## src/rtl/utf8n_pkg.sv

```systemverilog
package utf8n_pkg;

    localparam int OFFSET_BITS_DEFAULT = 32;
    localparam int QUEUE_DEPTH         = 4;
    localparam int CFG_INDEX_BITS      = 2;
    localparam int NUM_SLOTS           = 6;

    localparam logic [CFG_INDEX_BITS-1:0] CFG_LOWERCASE    = 2'd0;
    localparam logic [CFG_INDEX_BITS-1:0] CFG_ACCENT_STRIP = 2'd1;
    localparam logic [CFG_INDEX_BITS-1:0] CFG_CJK_SPLIT    = 2'd2;

    // result slots of one command, in emission order
    localparam logic [2:0] SLOT_PRE   = 3'd0;
    localparam logic [2:0] SLOT_BYTE0 = 3'd1;
    localparam logic [2:0] SLOT_POST  = 3'd5;

    localparam logic KIND_BYTE = 1'b0;
    localparam logic KIND_SPAN = 1'b1;

    typedef struct packed {
        logic [7:0] text_byte;
        logic       end_of_text;
    } t_item;

    typedef struct packed {
        logic        kind;
        logic [7:0]  norm_byte;
        logic [31:0] span_start;
        logic [31:0] span_end;
        logic        last_of_run;
    } t_result;

    typedef struct packed {
        logic lowercase_enable;
        logic accent_strip_enable;
        logic cjk_split_enable;
    } t_cfg;

    typedef struct packed {
        logic [NUM_SLOTS-1:0] mask;
        logic [31:0]          pre_start;
        logic [31:0]          pre_end;
        logic [3:0][7:0]      bytes;
        logic [31:0]          post_start;
        logic [31:0]          post_end;
    } t_cmd;

endpackage

```

## src/rtl/utf8n_front.sv

```systemverilog
module utf8n_front #(
    parameter int OFFSET_BITS = utf8n_pkg::OFFSET_BITS_DEFAULT
) (
    input  logic              i_clk,
    input  logic              i_rst_n,
    input  utf8n_pkg::t_cfg   i_cfg,
    input  logic              i_valid,
    input  utf8n_pkg::t_item  i_item,
    input  logic              i_full,
    output logic              o_stall,
    output logic              o_push,
    output utf8n_pkg::t_cmd   o_cmd
);

    localparam logic [OFFSET_BITS-1:0] OFF_MAX = '1;
    localparam logic [8*64-1:0] LATIN1_BASE =
        "AAAAAAACEEEEIIIIDNOOOOOxOUUUUYPsaaaaaaaceeeeiiiidnooooo/ouuuuypy";

    logic [20:0]            r_accum, n_accum;
    logic [1:0]             r_pend, n_pend;
    logic [OFFSET_BITS-1:0] r_off, n_off;
    logic                   r_word_open, n_word_open;
    logic [OFFSET_BITS-1:0] r_word_begin, n_word_begin;

    logic                   accept;
    logic [7:0]             b;
    logic                   have;
    logic [20:0]            c;
    logic [20:0]            cn;
    logic [20:0]            ce;
    logic                   drop, space, split, normal, emit;
    logic [2:0]             nbytes;
    logic [3:0]             bmask;
    logic [3:0][7:0]        enc;
    logic [OFFSET_BITS-1:0] off_after;
    utf8n_pkg::t_cmd        cmd;

    function automatic logic [20:0] f_strip(input logic [20:0] x);
        logic [7:0] base;
        base = LATIN1_BASE[{~x[5:0], 3'b000} +: 8];
        if (x >= 21'h0000C0 && x <= 21'h0000FF && base != "x" && base != "/") begin
            return {13'd0, base};
        end
        return x;
    endfunction

    function automatic logic [20:0] f_lower(input logic [20:0] x);
        if (x >= 21'h41 && x <= 21'h5A) begin
            return x + 21'd32;
        end
        if (x >= 21'hC0 && x <= 21'hDE && x != 21'hD7) begin
            return x + 21'h20;
        end
        return x;
    endfunction

    function automatic logic f_space(input logic [20:0] x);
        return x == 21'h20 || x == 21'h09 || x == 21'h0A || x == 21'h0D ||
               x == 21'h0C || x == 21'hA0;
    endfunction

    function automatic logic f_cjk(input logic [20:0] x);
        return (x >= 21'h4E00 && x <= 21'h9FFF) || (x >= 21'h3400 && x <= 21'h4DBF) ||
               (x >= 21'hF900 && x <= 21'hFAFF) ||
               (x >= 21'h20000 && x <= 21'h2A6DF);
    endfunction

    function automatic logic f_punct(input logic [20:0] x);
        return (x >= 21'd33 && x <= 21'd47) || (x >= 21'd58 && x <= 21'd64) ||
               (x >= 21'd91 && x <= 21'd96) || (x >= 21'd123 && x <= 21'd126);
    endfunction

    function automatic logic [OFFSET_BITS-1:0] f_sat_add(
        input logic [OFFSET_BITS-1:0] x,
        input logic [2:0]             k
    );
        logic [OFFSET_BITS:0] s;
        s = {1'b0, x} + (OFFSET_BITS+1)'(k);
        return s[OFFSET_BITS] ? OFF_MAX : s[OFFSET_BITS-1:0];
    endfunction

    assign accept  = i_valid && !i_full;
    assign o_stall = i_full;
    assign b       = i_item.text_byte;

    always_comb begin
        n_accum      = r_accum;
        n_pend       = r_pend;
        n_off        = r_off;
        n_word_open  = r_word_open;
        n_word_begin = r_word_begin;
        have         = 1'b0;
        c            = '0;

        // utf-8 decode
        if (r_pend == 2'd0) begin
            if (!b[7]) begin
                have = 1'b1;
                c    = {13'd0, b};
            end else if (b[7:5] == 3'b110) begin
                n_accum = {16'd0, b[4:0]};
                n_pend  = 2'd1;
            end else if (b[7:4] == 4'b1110) begin
                n_accum = {17'd0, b[3:0]};
                n_pend  = 2'd2;
            end else if (b[7:3] == 5'b11110) begin
                n_accum = {18'd0, b[2:0]};
                n_pend  = 2'd3;
            end
        end else begin
            n_accum = {r_accum[14:0], b[5:0]};
            n_pend  = r_pend - 2'd1;
            if (r_pend == 2'd1) begin
                have = 1'b1;
                c    = {r_accum[14:0], b[5:0]};
            end
        end

        // classify
        space = f_space(c);
        drop  = c == 21'd0 || c == 21'hFFFD || (c < 21'h20 && !space) ||
                c == 21'h7F || (c >= 21'h80 && c <= 21'h9F);
        split  = have && !drop && !space &&
                 ((i_cfg.cjk_split_enable && f_cjk(c)) || f_punct(c));
        normal = have && !drop && !space && !split;
        emit   = split || normal;

        // normalize
        cn = c;
        if (i_cfg.accent_strip_enable) cn = f_strip(cn);
        if (i_cfg.lowercase_enable) cn = f_lower(cn);
        if (i_cfg.accent_strip_enable) cn = f_strip(cn);
        ce = split ? c : cn;

        // re-encode
        enc = '0;
        if (ce < 21'h80) begin
            nbytes = 3'd1;
            enc[0] = ce[7:0];
        end else if (ce < 21'h800) begin
            nbytes = 3'd2;
            enc[0] = {3'b110, ce[10:6]};
            enc[1] = {2'b10, ce[5:0]};
        end else if (ce < 21'h10000) begin
            nbytes = 3'd3;
            enc[0] = {4'b1110, ce[15:12]};
            enc[1] = {2'b10, ce[11:6]};
            enc[2] = {2'b10, ce[5:0]};
        end else begin
            nbytes = 3'd4;
            enc[0] = {5'b11110, ce[20:18]};
            enc[1] = {2'b10, ce[17:12]};
            enc[2] = {2'b10, ce[11:6]};
            enc[3] = {2'b10, ce[5:0]};
        end
        case (nbytes)
            3'd1:    bmask = 4'b0001;
            3'd2:    bmask = 4'b0011;
            3'd3:    bmask = 4'b0111;
            default: bmask = 4'b1111;
        endcase
        off_after = f_sat_add(r_off, nbytes);

        cmd            = '0;
        cmd.bytes      = enc;
        cmd.pre_start  = 32'(r_word_begin);
        cmd.pre_end    = 32'(r_off);
        cmd.post_start = 32'(r_off);
        cmd.post_end   = 32'(off_after);

        if (have && (space || split) && r_word_open) begin
            cmd.mask[utf8n_pkg::SLOT_PRE] = 1'b1;
            n_word_open = 1'b0;
        end
        if (emit) begin
            cmd.mask[utf8n_pkg::SLOT_BYTE0 +: 4] = bmask;
            n_off = off_after;
        end
        if (normal && !r_word_open) begin
            n_word_open  = 1'b1;
            n_word_begin = r_off;
        end
        if (split) begin
            cmd.mask[utf8n_pkg::SLOT_POST] = 1'b1;
        end else if (i_item.end_of_text && n_word_open) begin
            cmd.mask[utf8n_pkg::SLOT_POST] = 1'b1;
            cmd.post_start = 32'(n_word_begin);
            cmd.post_end   = 32'(n_off);
        end

        if (i_item.end_of_text) begin
            n_accum      = '0;
            n_pend       = '0;
            n_off        = '0;
            n_word_open  = 1'b0;
            n_word_begin = '0;
        end
    end

    assign o_push = accept && (cmd.mask != '0);
    assign o_cmd  = cmd;

    always_ff @(posedge i_clk) begin
        if (!i_rst_n) begin
            r_accum      <= '0;
            r_pend       <= '0;
            r_off        <= '0;
            r_word_open  <= 1'b0;
            r_word_begin <= '0;
        end else if (accept) begin
            r_accum      <= n_accum;
            r_pend       <= n_pend;
            r_off        <= n_off;
            r_word_open  <= n_word_open;
            r_word_begin <= n_word_begin;
        end
    end

endmodule

```

## src/rtl/utf8n_queue.sv

```systemverilog
module utf8n_queue (
    input  logic            i_clk,
    input  logic            i_rst_n,
    input  logic            i_push,
    input  utf8n_pkg::t_cmd i_cmd,
    input  logic            i_pop,
    output logic            o_full,
    output logic            o_valid,
    output utf8n_pkg::t_cmd o_head
);

    localparam int DEPTH    = utf8n_pkg::QUEUE_DEPTH;
    localparam int PTR_BITS = $clog2(DEPTH);
    localparam int CNT_BITS = $clog2(DEPTH + 1);

    utf8n_pkg::t_cmd       r_mem [DEPTH];
    logic [PTR_BITS-1:0]   r_wptr, r_rptr;
    logic [CNT_BITS-1:0]   r_count;
    logic                  do_push, do_pop;

    assign o_full  = r_count == CNT_BITS'(DEPTH);
    assign o_valid = r_count != '0;
    assign o_head  = r_mem[r_rptr];
    assign do_push = i_push && !o_full;
    assign do_pop  = i_pop && o_valid;

    always_ff @(posedge i_clk) begin
        if (do_push) begin
            r_mem[r_wptr] <= i_cmd;
        end
    end

    always_ff @(posedge i_clk) begin
        if (!i_rst_n) begin
            r_wptr  <= '0;
            r_rptr  <= '0;
            r_count <= '0;
        end else begin
            if (do_push) r_wptr <= (r_wptr == PTR_BITS'(DEPTH - 1)) ? '0 : r_wptr + 1'b1;
            if (do_pop)  r_rptr <= (r_rptr == PTR_BITS'(DEPTH - 1)) ? '0 : r_rptr + 1'b1;
            if (do_push && !do_pop) begin
                r_count <= r_count + 1'b1;
            end else if (!do_push && do_pop) begin
                r_count <= r_count - 1'b1;
            end
        end
    end

endmodule

```

## src/rtl/utf8n_back.sv

```systemverilog
module utf8n_back (
    input  logic               i_clk,
    input  logic               i_rst_n,
    input  logic               i_q_valid,
    input  utf8n_pkg::t_cmd    i_head,
    output logic               o_pop,
    output logic               o_valid,
    output utf8n_pkg::t_result o_result,
    input  logic               i_stall
);

    localparam int NS = utf8n_pkg::NUM_SLOTS;

    logic [NS-1:0]      r_done;
    logic               r_valid;
    utf8n_pkg::t_result r_out;

    logic [NS-1:0]      rem, rest;
    logic [2:0]         sel;
    logic [1:0]         byte_idx;
    logic               last, load;
    utf8n_pkg::t_result res;

    always_comb begin
        rem = i_head.mask & ~r_done;
        sel = utf8n_pkg::SLOT_POST;
        for (int i = NS - 1; i >= 0; i--) begin
            if (rem[i]) sel = 3'(i);
        end
        rest     = rem & ~(NS'(1) << sel);
        last     = rest == '0;
        byte_idx = 2'(sel - utf8n_pkg::SLOT_BYTE0);

        res             = '0;
        res.last_of_run = last;
        case (sel)
            utf8n_pkg::SLOT_PRE: begin
                res.kind       = utf8n_pkg::KIND_SPAN;
                res.span_start = i_head.pre_start;
                res.span_end   = i_head.pre_end;
            end
            utf8n_pkg::SLOT_POST: begin
                res.kind       = utf8n_pkg::KIND_SPAN;
                res.span_start = i_head.post_start;
                res.span_end   = i_head.post_end;
            end
            default: begin
                res.kind      = utf8n_pkg::KIND_BYTE;
                res.norm_byte = i_head.bytes[byte_idx];
            end
        endcase
    end

    assign load     = i_q_valid && (!r_valid || !i_stall);
    assign o_pop    = load && last;
    assign o_valid  = r_valid;
    assign o_result = r_out;

    always_ff @(posedge i_clk) begin
        if (load) begin
            r_out <= res;
        end
    end

    always_ff @(posedge i_clk) begin
        if (!i_rst_n) begin
            r_valid <= 1'b0;
            r_done  <= '0;
        end else begin
            if (load) begin
                r_valid <= 1'b1;
                r_done  <= last ? '0 : (r_done | (NS'(1) << sel));
            end else if (!i_stall) begin
                r_valid <= 1'b0;
            end
        end
    end

endmodule

```

## src/rtl/utf8_text_normalizer_word_splitter.sv

```systemverilog
// utf-8 text normalizer and word splitter
//
// input channel: one text byte per item (i_valid / o_stall), end_of_text on
// the final byte of a text. output channel: normalized bytes (kind 0) and
// word spans (kind 1) as output byte offsets (o_valid / i_stall);
// last_of_run marks the final result caused by an input byte.
// config channel: i_cfg_valid with i_cfg_index / i_cfg_data, o_cfg_ready is
// always high; write only while the block is idle.
//
// an item is decoded, classified and turned into a command in the cycle it
// is accepted; the command enters a 4-entry queue. the first result is
// registered in the output stage from the head of the queue. one item per
// cycle is taken while the queue has room; the output stage drains one result
// per cycle while i_stall is low, and an item yields 0 to 6 results.
// o_stall rises when the queue is full, which bursts of multi-result items
// or a stalled receiver cause. a stalled result holds on o_result.
// reset clears decode state, offsets, queue, output valid and config registers;
// end_of_text closes the open word and returns the decode state to reset.
module utf8_text_normalizer_word_splitter #(
    parameter int OFFSET_BITS = utf8n_pkg::OFFSET_BITS_DEFAULT
) (
    input  logic                                 i_clk,
    input  logic                                 i_rst_n,
    input  logic                                 i_valid,
    input  utf8n_pkg::t_item                     i_item,
    output logic                                 o_stall,
    output logic                                 o_valid,
    output utf8n_pkg::t_result                   o_result,
    input  logic                                 i_stall,
    input  logic                                 i_cfg_valid,
    output logic                                 o_cfg_ready,
    input  logic [utf8n_pkg::CFG_INDEX_BITS-1:0] i_cfg_index,
    input  logic                                 i_cfg_data
);

    utf8n_pkg::t_cfg r_cfg;
    utf8n_pkg::t_cmd push_cmd, head;
    logic            push, pop, q_full, q_valid;

    assign o_cfg_ready = 1'b1;

    always_ff @(posedge i_clk) begin
        if (!i_rst_n) begin
            r_cfg <= '0;
        end else if (i_cfg_valid && o_cfg_ready) begin
            case (i_cfg_index)
                utf8n_pkg::CFG_LOWERCASE:    r_cfg.lowercase_enable    <= i_cfg_data;
                utf8n_pkg::CFG_ACCENT_STRIP: r_cfg.accent_strip_enable <= i_cfg_data;
                utf8n_pkg::CFG_CJK_SPLIT:    r_cfg.cjk_split_enable    <= i_cfg_data;
                default: ;
            endcase
        end
    end

    utf8n_front #(
        .OFFSET_BITS(OFFSET_BITS)
    ) u_front (
        .i_clk   (i_clk),
        .i_rst_n (i_rst_n),
        .i_cfg   (r_cfg),
        .i_valid (i_valid),
        .i_item  (i_item),
        .i_full  (q_full),
        .o_stall (o_stall),
        .o_push  (push),
        .o_cmd   (push_cmd)
    );

    utf8n_queue u_queue (
        .i_clk   (i_clk),
        .i_rst_n (i_rst_n),
        .i_push  (push),
        .i_cmd   (push_cmd),
        .i_pop   (pop),
        .o_full  (q_full),
        .o_valid (q_valid),
        .o_head  (head)
    );

    utf8n_back u_back (
        .i_clk     (i_clk),
        .i_rst_n   (i_rst_n),
        .i_q_valid (q_valid),
        .i_head    (head),
        .o_pop     (pop),
        .o_valid   (o_valid),
        .o_result  (o_result),
        .i_stall   (i_stall)
    );

    // the results of one byte come out without gaps
    a_run_contiguous: assert property (@(posedge i_clk) disable iff (!i_rst_n)
        o_valid && !i_stall && !o_result.last_of_run |=> o_valid)
        else $error("gap inside a run of results");

    a_byte_fields: assert property (@(posedge i_clk) disable iff (!i_rst_n)
        o_valid && o_result.kind == utf8n_pkg::KIND_BYTE |->
            o_result.span_start == '0 && o_result.span_end == '0)
        else $error("byte item carries span fields");

    a_span_fields: assert property (@(posedge i_clk) disable iff (!i_rst_n)
        o_valid && o_result.kind == utf8n_pkg::KIND_SPAN |-> o_result.norm_byte == '0)
        else $error("span item carries a byte");

    a_no_push_when_full: assert property (@(posedge i_clk) disable iff (!i_rst_n)
        push |-> !q_full)
        else $error("command pushed into a full queue");

endmodule
```

## config.mk

```make
export PLATFORM = sky130hd
export DESIGN_NAME = utf8_text_normalizer_word_splitter
export DESIGN_NICKNAME = d
export VERILOG_FILES = /design/src/rtl/utf8n_pkg.sv /design/src/rtl/utf8n_front.sv /design/src/rtl/utf8n_queue.sv /design/src/rtl/utf8n_back.sv /design/src/rtl/utf8_text_normalizer_word_splitter.sv
export SDC_FILE = /design/constraint.sdc
export NUM_CORES = 1
export LEC_CHECK = 0
export ABC_AREA = 1
export BUFFER_PORTS_ARGS = -buffer_cell sky130_fd_sc_hd__buf_4
export CAP_MARGIN = 20
export CORE_ASPECT_RATIO = 1.25
export CORE_MARGIN = 3
export CORE_UTILIZATION = 26
export CTS_CLUSTER_SIZE = 14
export DETAILED_ROUTE_END_ITERATION = 10
export GPL_TIMING_DRIVEN = 0
export SLEW_MARGIN = 5
export SYNTH_ARGS = -nofsm -noshare
export SYNTH_HDL_FRONTEND = slang
export SYNTH_HIERARCHICAL = 1
export SYNTH_SLANG_ARGS = --single-unit
export TNS_END_PERCENT = 30
```

## constraint.sdc

```tcl
create_clock -name i_clk -period 10.1 [get_ports i_clk]
set_clock_uncertainty 0.05 [all_clocks]
set_input_delay 0.505 -clock i_clk [delete_from_list [all_inputs] [get_ports i_clk]]
set_output_delay 0.505 -clock i_clk [all_outputs]
set_load 0.005 [all_outputs]
```

==> run_results.csv <==
group,metric,value,unit
worst_hold_path,holdCritStartpoint,"i_cfg_valid",
logic_synthesis,synth_warnings,6,
global_routing,grt_pass1_vias,26260,
routing,antenna_left,0,
job,cap_viol_max_count,0,
logic_synthesis,synth_top_cell_area_share,58.66,%
timing,timing.final.crit_share,81.53,%
worst_setup_path,critPathKind,"register to register",
finish,register_area,0.02418,mm^2
routing,wl,115600,um
clock_network,cts-buffers-inserted,88,
clock_network,root_buffer,"clkbuf_16",
clock_network,cts_htree_levels,3,
logic_synthesis,synth_top_area_cell,"edfxtp_1",
worst_setup_path,critPathArrivalTime,8590,ps
status,status,"finished, final reports clean",
pwr,p_leak,15.20,nW
global_routing,grt_max_degree,55,
die,die_h,432.2,um
clock_network,hold_buffers,1,
placed_design,port_buffers,92,
logic_synthesis,synth_edf_count,738,
logic_synthesis,synth_area_leaders,"edfxtp_1 (59%), o21ai_0 (5.6%), dfxtp_1 (5.4%), nand2_1 (5.1%), nor2_1 (4.0%)",
logic_synthesis,ys.flop_type,"edfxtp_1",
die,fp-row-count,155,
placed_design,routabilityCongestion,0.9453,
logic_synthesis,synth_seq_area_share,64.01,%
placed_design,dp_hpwl,79880,um
pwr,p_total,10.42,mW
routing,drtIter0Drc,3008,
die,io_pins,94,
logic_synthesis,ys_types,60,
logic_synthesis,async_reset_ff_share,0,%
timing,hold_viol,0,
routing,drcViolationCount,0,
die,die-area,0.1499,mm^2
logic_synthesis,synthTopCellsByCount,"edfxtp_1 (738), nand2_1 (511), o21ai_0 (419), nor2_1 (406), inv_1 (176)",
logic_synthesis,synth_seq_cells,839,
die,start_util,26.33,%
timing,hold_slack,61.42,ps
worst_hold_path,hold_class,"input pin to register",
routing,vias,27230,
finish,fillCellCount,14480,
clock_network,cts_resized,0,
clock_network,cts.sinks,839,
worst_setup_path,worst_ep_required_time,10450,ps
worst_setup_path,worst_path_most_repeated_cell,"nand2_1",
worst_setup_path,worstPathMaxFanout,13,
global_routing,grt_antenna_before_repair,2,
routing,via_per_inst,4.922,
clock_network,clock_latency,690,ps
die,die_x,347.0,um
timing,slew_violations,0,
logic_synthesis,avgSynthCellArea,11.26,um^2
timing,fin_crit,8234,ps
pwr,worst_ir_drop_vdd,0.0001368,V
timing,clock.fmax,121.4,MHz
worst_setup_path,crit_slowest_cell,"dfxtp_1",
timing,fin_ws,1866,ps
worst_setup_path,start_kind,"register",
clock_network,post_cts_buffers,0,
clock_network,clk_pin_slew,60,ps
finish,drive_gt1_share,16.78,%
pwr,power.density,233.9,mW/mm^2
worst_setup_path,cpPeakStageDelay,540,ps
worst_setup_path,worst_setup_path_end_kind,"register",
timing,rsz0062_at_grt,"false",
routing,firstDrtPassIters,6,
worst_setup_path,critPathLaunch,"u_front/r_pend[0]$_SDFFE_PN0P_",
logic_synthesis,yosysMostFrequentCell,"edfxtp_1",
global_routing,track_usage,14.93,%
logic_synthesis,syn_inst,3356,
global_routing,overflow,0,
clock_network,cts_tree,"yes",
timing,setup_viol,0,
timing,slew_headroom,26.97,%
die,core,0.1435,mm^2
routing,wire_per_inst,20.91,um
placed_design,place_ws,1996,ps
finish,num-nets-final,3605,
timing,worst_pin_slew,1096,ps
clock_network,cts_buffer_depth,3,
logic_synthesis,syn_area,0.03778,mm^2
finish,syn2layout_area_growth,17.86,%
finish,multi_input_area,0.01175,mm^2
global_routing,grt_pass1_wl,169500,um
worst_setup_path,worstReg2RegStart,"u_front/r_pend[0]$_SDFFE_PN0P_",
## cell type report
cell class	instances	share of cell area (%)
antenna	1	0.005620
buffer	195	2.546
clock buffer	114	5.463
clock inverter	51	1.220
inverter	200	1.703
multi-input combinational	2124	26.38
sequential	839	54.31
tap	1884	5.294
timing repair buffer	124	3.083
## kinds of logic (layout without fill, tap and decap cells)
logic type | Yosys count | in the layout | share of synthesized area (%)
buffers and inverters | 395 | 684 | 5.001
AND/OR/NAND/NOR | 1193 | 1193 | 15.02
XOR/XNOR | 22 | 22 | 0.5100
adder cells (fa/ha/maj) | 16 | 16 | 0.5696
flip-flops | 839 | 839 | 64.01
AO/OA/AOI/OAI | 889 | 889 | 14.87
other | 2 | 5 | 0.01988
## power breakdown
group | switching (mW) | total [mW] | internal (mW)
combinational | 1.74 | 2.63 | 0.889
clock | 1.40 | 3.30 | 1.90
sequential | 0.153 | 4.49 | 4.33
## layer usage
layer | vias up | share of wire, % | GRT usage [%]
li1 | 12440 | - | -
met5 | - | 0.011 | 0
met2 | 1145 | 50 | 26.18
met4 | 2 | 4.4 | 6.989
met3 | 238 | 7.0 | 2.214
met1 | 13410 | 38 | 18.00
## sequential cells by signal (all words and copies together), names as in the netlist, named ones only
name / count
u_back/r_done: 6
u_front/r_word_begin: 32
u_back/o_result: 74
u_front/r_pend: 2
u_front/r_word_open: 1
u_back/o_valid: 1
r_cfg: 3
u_queue/r_rptr: 2
u_front/r_accum: 15
u_queue/r_mem: 664
u_queue/r_count: 3
u_front/r_off: 32
u_queue/r_wptr: 2
## path summary, 6_finish.rpt
check                           slack [ps]                                to  depth (start not counted)
worst min-delay path                    60             r_cfg[2]$_SDFFE_PN0P_                          3
worst max-delay path                  1870    u_queue/r_mem[2][21]$_DFFE_PP_                         41
worst min register to register         430  u_front/r_accum[11]$_SDFFE_PN0P_                          2
worst max register to register        1870    u_queue/r_mem[2][21]$_DFFE_PP_                         41
## metrics by stage
| stage | area [um^2] | util (%) | TNS [ps] | std cells |
|---|---|---|---|---|
| 2_1_floorplan | 37790 | - | -514670 | 3358 |
| 3_3_place_gp | 40840 | 28.45 | -5330030 | 5334 |
| 3_5_place_dp | 41540 | 28.95 | 0 | 5365 |
| 4_1_cts | 44530 | 31.03 | 0 | 5531 |
| 5_1_grt | 44530 | 31.03 | 0 | 5531 |
| 6_report | 44530 | 31.03 | 0 | 5532 |
## critical path: cells and delay by family, from the launching register on
family          cells  cell delay, ps
simple gates       24            3560
flops               1             540
fa+ha+maj           3             850
compound gates      7            1920
buf+inv             7            1030
## placed cells by master (no fill, tap or decap), drive strengths merged, types with 2 or more instances in the layout
cell / count
a22oi: 3
clkinvlp: 3
ha: 14
dfxtp: 101
conb: 4
nand3b: 11
buf: 225
bufinv: 7
o21ai: 501
nand2: 537
clkinv: 39
o211ai: 2
nor3: 22
a32o: 64
nor4: 10
o22ai: 174
edfxtp: 738
nor2: 504
nand3: 91
xor2: 22
o31ai: 3
inv: 202
nand4: 17
a31oi: 11
o21a: 3
a21oi: 115
o21bai: 3
a211oi: 2
clkbuf: 207
fa: 2
No activity file was read; power rests on OpenSTA's default activity.
